File: src/rtl/core/mbd_pkg.sv
// Shared constants and types for the multi-button history debouncer.
package mbd_pkg;

    localparam int unsigned CHANNELS = 8;
    localparam int unsigned FIELD_W  = 8;
    localparam int unsigned LANES    = (CHANNELS < FIELD_W) ? CHANNELS : FIELD_W;
    localparam int unsigned HIST_W   = 16;
    localparam int unsigned CFG_IDX_W  = 1;
    localparam int unsigned CFG_DATA_W = 8;

    localparam logic [HIST_W-1:0] HIST_MASK     = 16'b1111_0000_0011_1111;
    localparam logic [HIST_W-1:0] HIST_RISE_PAT = 16'b0000_0000_0011_1111;
    localparam logic [HIST_W-1:0] HIST_FALL_PAT = 16'b1111_0000_0000_0000;
    localparam logic [HIST_W-1:0] HIST_ONES     = 16'hffff;
    localparam logic [HIST_W-1:0] HIST_ZERO     = 16'h0000;

    localparam logic [CFG_IDX_W-1:0] CFG_ACTIVE_LOW     = 1'b0;
    localparam logic [CFG_IDX_W-1:0] CFG_CHANNEL_ENABLE = 1'b1;

    typedef struct packed {
        logic press;
        logic release_evt;
        logic held;
    } t_lane_res;

endpackage

File: src/rtl/core/mbd_lane.sv
// One debounce lane: sample history, pattern match and held flag.
module mbd_lane (
    input  logic                i_clk,
    input  logic                i_rst_n,
    input  logic                i_adv,
    input  logic                i_en,
    input  logic                i_level,
    input  logic                i_active_low,
    output mbd_pkg::t_lane_res  o_res
);

    logic [mbd_pkg::HIST_W-1:0] r_hist;
    logic [mbd_pkg::HIST_W-1:0] n_hist;
    logic                       r_held;
    logic                       n_held;
    logic [mbd_pkg::HIST_W-1:0] shifted;
    logic [mbd_pkg::HIST_W-1:0] after_down;
    logic                       rise_a;
    logic                       fall_a;
    logic                       rise_b;
    logic                       fall_b;
    logic                       down;
    logic                       up;
    logic                       press;

    always_comb begin
        shifted = {r_hist[mbd_pkg::HIST_W-2:0], i_level};
        rise_a  = (shifted & mbd_pkg::HIST_MASK) == mbd_pkg::HIST_RISE_PAT;
        fall_a  = (shifted & mbd_pkg::HIST_MASK) == mbd_pkg::HIST_FALL_PAT;
        down    = i_active_low ? fall_a : rise_a;
        if (down) begin
            after_down = i_active_low ? mbd_pkg::HIST_ZERO : mbd_pkg::HIST_ONES;
        end else begin
            after_down = shifted;
        end
        rise_b = (after_down & mbd_pkg::HIST_MASK) == mbd_pkg::HIST_RISE_PAT;
        fall_b = (after_down & mbd_pkg::HIST_MASK) == mbd_pkg::HIST_FALL_PAT;
        press  = down && !r_held;
        up     = !press && (i_active_low ? rise_b : fall_b);
        n_hist = after_down;
        n_held = r_held;
        if (up) begin
            n_hist = i_active_low ? mbd_pkg::HIST_ONES : mbd_pkg::HIST_ZERO;
        end
        if (press) begin
            n_held = 1'b1;
        end else if (up) begin
            n_held = 1'b0;
        end
    end

    always_ff @(posedge i_clk) begin
        if (!i_rst_n) begin
            r_hist <= mbd_pkg::HIST_ONES;
            r_held <= 1'b0;
        end else if (i_adv && i_en) begin
            r_hist <= n_hist;
            r_held <= n_held;
        end
    end

    assign o_res.press       = i_en && press;
    assign o_res.release_evt = i_en && up;
    assign o_res.held        = i_en ? n_held : r_held;

endmodule

File: src/rtl/core/multi_button_history_debouncer.sv
// Top level of the multi-button history debouncer.
//
// Input channel: i_valid / o_stall carry one sampling tick, i_levels holds the
// raw pin level of every button. Output channel: o_valid / i_stall carry one
// result per tick with press, release and held masks.
// Each accepted tick updates all enabled lanes in parallel and its result sits
// in the output register on the next cycle; throughput is one transaction per
// cycle while the receiver does not stall. The lane update is a 16-bit pattern
// compare per channel between the input port and the result register.
// While the receiver stalls, the result holds and o_stall rises so that no
// further tick is taken; a tick is taken in the same cycle as the waiting
// result leaves.
// Configuration: i_cfg_we with i_cfg_idx selects active_low (index 0) or
// channel_enable (index 1); a write takes effect from the next tick.
// Reset: histories go to all ones, held flags clear, active_low to 1 and all
// channels enabled; the output register is empty.
module multi_button_history_debouncer (
    input  logic                            i_clk,
    input  logic                            i_rst_n,
    input  logic                            i_valid,
    output logic                            o_stall,
    input  logic [mbd_pkg::FIELD_W-1:0]     i_levels,
    output logic                            o_valid,
    input  logic                            i_stall,
    output logic [mbd_pkg::FIELD_W-1:0]     o_press_events,
    output logic [mbd_pkg::FIELD_W-1:0]     o_release_events,
    output logic [mbd_pkg::FIELD_W-1:0]     o_pressed_now,
    input  logic                            i_cfg_we,
    input  logic [mbd_pkg::CFG_IDX_W-1:0]   i_cfg_idx,
    input  logic [mbd_pkg::CFG_DATA_W-1:0]  i_cfg_data
);

    logic                           r_active_low;
    logic [mbd_pkg::FIELD_W-1:0]    r_chan_en;
    logic                           r_valid;
    logic [mbd_pkg::FIELD_W-1:0]    r_press;
    logic [mbd_pkg::FIELD_W-1:0]    r_release;
    logic [mbd_pkg::FIELD_W-1:0]    r_held;
    logic [mbd_pkg::FIELD_W-1:0]    n_press;
    logic [mbd_pkg::FIELD_W-1:0]    n_release;
    logic [mbd_pkg::FIELD_W-1:0]    n_held;
    logic                           accept;
    mbd_pkg::t_lane_res             lane_res [mbd_pkg::LANES];

    assign o_stall = r_valid && i_stall;
    assign accept  = i_valid && !o_stall;

    for (genvar g = 0; g < mbd_pkg::LANES; g++) begin : g_lane
        mbd_lane u_lane (
            .i_clk        (i_clk),
            .i_rst_n      (i_rst_n),
            .i_adv        (accept),
            .i_en         (r_chan_en[g]),
            .i_level      (i_levels[g]),
            .i_active_low (r_active_low),
            .o_res        (lane_res[g])
        );
    end

    always_comb begin
        n_press   = '0;
        n_release = '0;
        n_held    = '0;
        for (int i = 0; i < mbd_pkg::LANES; i++) begin
            n_press[i]   = lane_res[i].press;
            n_release[i] = lane_res[i].release_evt;
            n_held[i]    = lane_res[i].held;
        end
    end

    always_ff @(posedge i_clk) begin
        if (!i_rst_n) begin
            r_active_low <= 1'b1;
            r_chan_en    <= '1;
        end else if (i_cfg_we) begin
            unique case (i_cfg_idx)
                mbd_pkg::CFG_ACTIVE_LOW: begin
                    r_active_low <= i_cfg_data[0];
                end
                mbd_pkg::CFG_CHANNEL_ENABLE: begin
                    r_chan_en <= i_cfg_data[mbd_pkg::FIELD_W-1:0];
                end
                default: begin
                end
            endcase
        end
    end

    always_ff @(posedge i_clk) begin
        if (!i_rst_n) begin
            r_valid <= 1'b0;
        end else if (accept) begin
            r_valid <= 1'b1;
        end else if (!i_stall) begin
            r_valid <= 1'b0;
        end
    end

    always_ff @(posedge i_clk) begin
        if (accept) begin
            r_press   <= n_press;
            r_release <= n_release;
            r_held    <= n_held;
        end
    end

    assign o_valid          = r_valid;
    assign o_press_events   = r_press;
    assign o_release_events = r_release;
    assign o_pressed_now    = r_held;

    a_no_press_and_release: assert property (@(posedge i_clk) disable iff (!i_rst_n)
        o_valid |-> ((o_press_events & o_release_events) == '0))
        else $error("press and release on the same channel");

    a_press_sets_held: assert property (@(posedge i_clk) disable iff (!i_rst_n)
        o_valid |-> ((o_press_events & ~o_pressed_now) == '0))
        else $error("press without held flag");

    a_release_clears_held: assert property (@(posedge i_clk) disable iff (!i_rst_n)
        o_valid |-> ((o_release_events & o_pressed_now) == '0))
        else $error("release with held flag still set");

    a_reset_empties_output: assert property (@(posedge i_clk)
        !i_rst_n |=> !o_valid)
        else $error("result valid after reset");

    a_events_only_enabled: assert property (@(posedge i_clk) disable iff (!i_rst_n)
        accept && !i_cfg_we |=> ((o_press_events | o_release_events)
            & ~$past(r_chan_en)) == '0)
        else $error("event on a disabled channel");

endmodule

File: config.mk
export PLATFORM = sky130hd
export DESIGN_NAME = multi_button_history_debouncer
export DESIGN_NICKNAME = d
export VERILOG_FILES = /design/src/rtl/core/mbd_pkg.sv /design/src/rtl/core/mbd_lane.sv /design/src/rtl/core/multi_button_history_debouncer.sv
export SDC_FILE = /design/constraint.sdc
export NUM_CORES = 1
export LEC_CHECK = 0
export ABC_AREA = 0
export CAP_MARGIN = 20
export CORE_MARGIN = 3
export CORE_UTILIZATION = 35
export DETAILED_ROUTE_END_ITERATION = 16
export DONT_BUFFER_PORTS = 1
export GPL_TIMING_DRIVEN = 0
export PLACE_DENSITY = 0.63
export RECOVER_POWER = 50
export SLEW_MARGIN = 20
export SYNTH_ARGS = -nofsm -noshare
export SYNTH_HDL_FRONTEND = slang
export SYNTH_HIERARCHICAL = 1
export SYNTH_SLANG_ARGS = --single-unit
File: constraint.sdc
create_clock -name i_clk -period 3.85 [get_ports i_clk]
set_input_delay 0.77 -clock i_clk [delete_from_list [all_inputs] [get_ports i_clk]]
set_output_delay 0.77 -clock i_clk [all_outputs]
set_load 0.1 [all_outputs]
---- Word-level counts from Yosys, hierarchy flattened ----
Index checks and enable logic that the tools add are counted.
word-level totals
  RAM bits ................................ 0
  output and inout port bits .............. 26
  memory bits (read-only) ................. 0
  bits in registers ....................... 162
  input port bits ......................... 22
  latch bits .............................. 0
  memories ................................ 0
  word-level logic and storage cells ...... 177
operators by class
  shift operators ......................... 0
  div/mod/pow operators ................... 0
  order comparisons ....................... 0
  multiplexer cells ....................... 60
  add/subtract/negate cells ............... 0
  equal/unequal tests ..................... 33
  reductions and logical operators ........ 61
  bitwise gates (word level) .............. 1
  multiply operators ...................... 0
operators by type and width
  kind                  count
  $eq 10x10->1 const B  16
  $eq 10x6->1 const B   16
  $mux 16               9
  $mux 15               9
  $logic_and 1x1->1     42
  $mux 1                42
  $logic_not 1->1       17
  $reduce_and 2->1      2
  $ne 2x1->1 const B    1
  $not 1->1             1

---- Longest topological paths before layout ----
  depth in word-level cells ............... 9
  mapped depth ............................ 7
  gate-level depth less buffers ........... 6

---- Modules after synthesis ----
Netlist, hierarchy kept.
by module, submodules not included
  module                          instances  area each (um^2)  cells each  seq. area each (um^2)
  mbd_lane                        8          965.9             111         320.3
  multi_button_history_debouncer  1          1191.1            70          920.9

---- Worst setup path before layout ----
Ideal clock, no wire load.
  kind .................................... reg2reg
  start point ............................. register r_valid, in the netlist o_valid
  end point ............................... register g_lane[0].u_lane/r_hist[13] (netlist name)
  stages on the path, launching flop included .. 8
  buffers on the path ..................... 1
  arrival time ............................ 4208 ps
  clock period less this slack ............ 4282 ps
  setup slack ............................. -432 ps
  cell sequence ........................... dfxtp_1 -> and2_1 -> nor2b_1 -> nand2_1 -> nand2_1 -> clkbuf_1 -> o22ai_1 -> o22ai_1
on the way
  word-level cells in the longest chain between the ends .. 4
ends and longest elaborated chain
  what                    line                                  text
  start, declared         multi_button_history_debouncer.sv:35  logic r_valid;
  start signal, assigned  multi_button_history_debouncer.sv:91  r_valid <= 1'b0;
  start signal, assigned  multi_button_history_debouncer.sv:93  r_valid <= 1'b1;
  start signal, assigned  multi_button_history_debouncer.sv:95  r_valid <= 1'b0;
  $logic_and 1x1->1       multi_button_history_debouncer.sv:45  assign o_stall = r_valid && i_stall;
  net o_stall             multi_button_history_debouncer.sv:21  output logic o_stall,
  $logic_not 1->1         multi_button_history_debouncer.sv:46  assign accept = i_valid && !o_stall;
  $logic_and 1x1->1       multi_button_history_debouncer.sv:46
  net accept              multi_button_history_debouncer.sv:42  logic accept;
  $logic_and 1x1->1       mbd_lane.sv:56                        end else if (i_adv && i_en) begin
  end signal, assigned    mbd_lane.sv:54                        r_hist <= mbd_pkg::HIST_ONES;
  end signal, assigned    mbd_lane.sv:57                        r_hist <= n_hist;
  end, declared           mbd_lane.sv:12                        logic [mbd_pkg::HIST_W-1:0] r_hist;
The timed path passes the listed nets, and every way through them passes these cells.
A chain may end at the register's enable or synchronous reset.

---- Worst setup path in the final report ----
Ends and elaborated chain as after synthesis.

==> results.json <==
{
  "status": "completed",
  "place_congestion": 0.814,
  "drc": 0,
  "cts_buffers": 17,
  "final_nets": 1002,
  "cts_tree": "done",
  "rr_endpoint": "g_lane[0].u_lane/r_hist[13]",
  "cp_max_fo": 23,
  "grt_first_pass_wirelength_mm": 33.1,
  "relSlewSlack": 0.110,
  "leakagePower_nw": 3.45,
  "synth-edff-count": 24,
  "clkSinkCount": 162,
  "dr.pass1.iters": 4,
  "wire_per_inst_um": 15.2,
  "synthArstFlopShare": 0,
  "rr_worst_depth": 9,
  "hpwl_mm": 14.1,
  "clk_pin_slew_worst_paths_ns": 0.06,
  "fp.dieW_um": 166,
  "rsz0062_at_grt": "false",
  "core_area_um2": 24700,
  "die_h_um": 166,
  "cts_resized": 0,
  "endpoint": "g_lane[0].u_lane/r_hist[13]",
  "ir_drop_mv": 0.230,
  "via_per_inst": 5.45,
  "period_share": 0.883,
  "worst_pin_slew_ns": 1.33,
  "pwr_density_cell_nw_per_um2": 403,
  "ys_warn_count": 6,
  "initial_core_util": 0.361,
  "grt_usage": 0.142,
  "finalClockSkew_ns": 0.0109,
  "placed_cell_area_um2": 9410,
  "grt.overflow.total": 0,
  "synth.net_count": 980,
  "port_buffers": 0,
  "netlist-cell-type-count": 47,
  "design_area_um2": 9820,
  "worstSetupStartpoint": "o_valid",
  "cp.arrival_ns": 3.69,
  "wirelength_mm": 20.0,
  "slew_viol_final": 0,
  "fin_crit_ns": 3.40,
  "cts_root_buf": "clkbuf_16",
  "pre_cts_slack_ns": 0.539,
  "synth_area_per_cell_um2": 9.31,
  "antenna_found_initial": 2,
  "area_delta_synth_final_pct": 10.1,
  "dp.cells": 1285,
  "r2r-start": "o_valid",
  "ys_seq_area_frac": 0.391,
  "hold_viol": 0,
  "final_core_util": 0.398,
  "final_cells": 1317,
  "ys.flop_type": "dfxtp_1",
  "grt_max_degree": 32,
  "critPathRequiredTime_ns": 4.14,
  "antennaDiodeCount": 0,
  "cts_max_path_buffers": 2,
  "endpoint_kind": "flop",
  "htreeDepth": 4,
  "hold_buffers": 0,
  "post_cts_buffers": 0,
  "max_freq_mhz": 294,
  "drt_iter0_drc": 500,
  "layout_setup_ws_ns": 0.450,
  "final_layout_size_suffix_gt1_frac": 0.158,
  "io_pins": 48,
  "maxCapViolCount": 0,
  "grt_pass1_vias": 6435,
  "r2r_slack_ns": 0.45,
  "setup_tns_ns": 0,
  "min_path_type": "primary input to flop",
  "postSynthCellCount": 958,
  "final-setup-viol-count": 0,
  "critPathLaunchType": "flop",
  "syn-cell-area_um2": 8920,
  "synth-seq-cells": 162,
  "ant_nets": 0,
  "path_class": "flop to flop",
  "vias": 7181,
  "rows": 57,
  "die_area_um2": 27400,
  "clk_latency_ns": 0.42
}
==> stage by stage <==
stage          power [mW]  hold slack (ns)
3_5_place_dp         2.37            0.478
2_1_floorplan        2.27            0.455
5_1_grt              4.15            0.449
3_3_place_gp         2.35            0.475
6_report             3.96            0.475
4_1_cts              4.04            0.457
==> worst max-delay path: stages (launching register included) <==
cell and delay (ns):
dfxtp_1 0.95, and2_2 0.69, nor2b_1 0.21, buf_12 0.22, buf_16 0.17, nand2_1 0.28, nand2_1 0.16, clkbuf_1 0.25
o22ai_1 0.22, o22ai_1 0.11
==> layout by cell type, fill, tap and decap left out, types with 9 or more instances in the layout <==
| cell | instances |
|---|---|
| nand3b_1 | 9 |
| and4bb_2 | 24 |
| o21ai_1 | 56 |
| nor2b_1 | 9 |
| or3_1 | 16 |
| nand2b_1 | 24 |
| a21oi_1 | 56 |
| nand3_1 | 24 |
| edfxtp_1 | 24 |
| dfxtp_1 | 138 |
| nor3b_1 | 12 |
| and2_1 | 13 |
| nor4b_2 | 16 |
| o22ai_1 | 48 |
| o211ai_1 | 39 |
| clkbuf_16 | 17 |
| inv_1 | 33 |
| nand2_1 | 96 |
| clkbuf_1 | 31 |
| nor2_1 | 96 |
| buf_6 | 15 |
==> logic make-up after synthesis <==
group | count (synthesis) | share of synthesized area
compound gates | 290 | 0.244
xor+xnor | 8 | 0.00786
buf+inv | 77 | 0.0480
flops | 162 | 0.391
mux | 16 | 0.0224
simple gates | 405 | 0.288
==> synth_stat cells (9+ instances only) <==
master,count,area [um2]
edfxtp_1,24,721
and4bb_2,24,300
dfxtp_1,138,2760
buf_6,17,191
a21oi_1,56,280
nand2b_1,24,150
nor2b_1,9,56.3
nor4b_2,16,240
o21ai_1,56,280
or3_1,16,100
clkbuf_1,24,90.1
nand3_1,24,120
nand2_1,96,360
inv_1,33,124
o22ai_1,48,300
o211ai_2,9,113
o211ai_1,32,240
and2_1,17,106
nand3b_1,9,67.6
nor2_1,96,360
==> cell type report <==
| class | count | area (um2) |
|---|---|---|
| inverter | 33 | 124 |
| tap | 324 | 405 |
| sequential | 162 | 3480 |
| clock buffer | 20 | 437 |
| multi-input combinational | 719 | 4900 |
| timing repair buffer | 3 | 51.3 |
| buffer | 44 | 285 |
| fill | 2469 | 14900 |
| clock inverter | 12 | 133 |
==> layer usage <==
metal  part of all wire  GRT usage  vias up
li1                   -          -     3626
met1               0.48      0.190     3420
met2               0.46      0.224      105
met3              0.042     0.0417       26
met4              0.018     0.0438        4
met5             0.0010          0        -
==> worst min path at each step <==
stage                                from                    endpoint  depth (start not counted)
2_1_floorplan  g_lane[0].u_lane/r_hist[5]  g_lane[0].u_lane/r_hist[5]                          2
3_3_place_gp   g_lane[3].u_lane/r_hist[5]  g_lane[3].u_lane/r_hist[5]                          2
3_5_place_dp   g_lane[5].u_lane/r_hist[5]  g_lane[5].u_lane/r_hist[5]                          2
4_1_cts                       i_levels[2]  g_lane[2].u_lane/r_hist[0]                          2
5_1_grt                           i_valid                     o_valid                          1
6_report                      i_levels[2]  g_lane[2].u_lane/r_hist[0]                          2
==> state kept, by name (all words and copies together) (netlist names) <==
register and flops:
o_pressed_now 8, o_valid 1, g_lane.u_lane/r_held 8, r_chan_en 8, g_lane.u_lane/r_hist 120, r_active_low 1, o_release_events 8, o_press_events 8
==> power breakdown <==
group	switching [mW]	internal (mW)
Clock	0.684	0.957
Sequential	0.173	1.78
Combinational	0.217	0.145
Total	1.07	2.89
No activity file was read; power rests on OpenSTA's default activity.
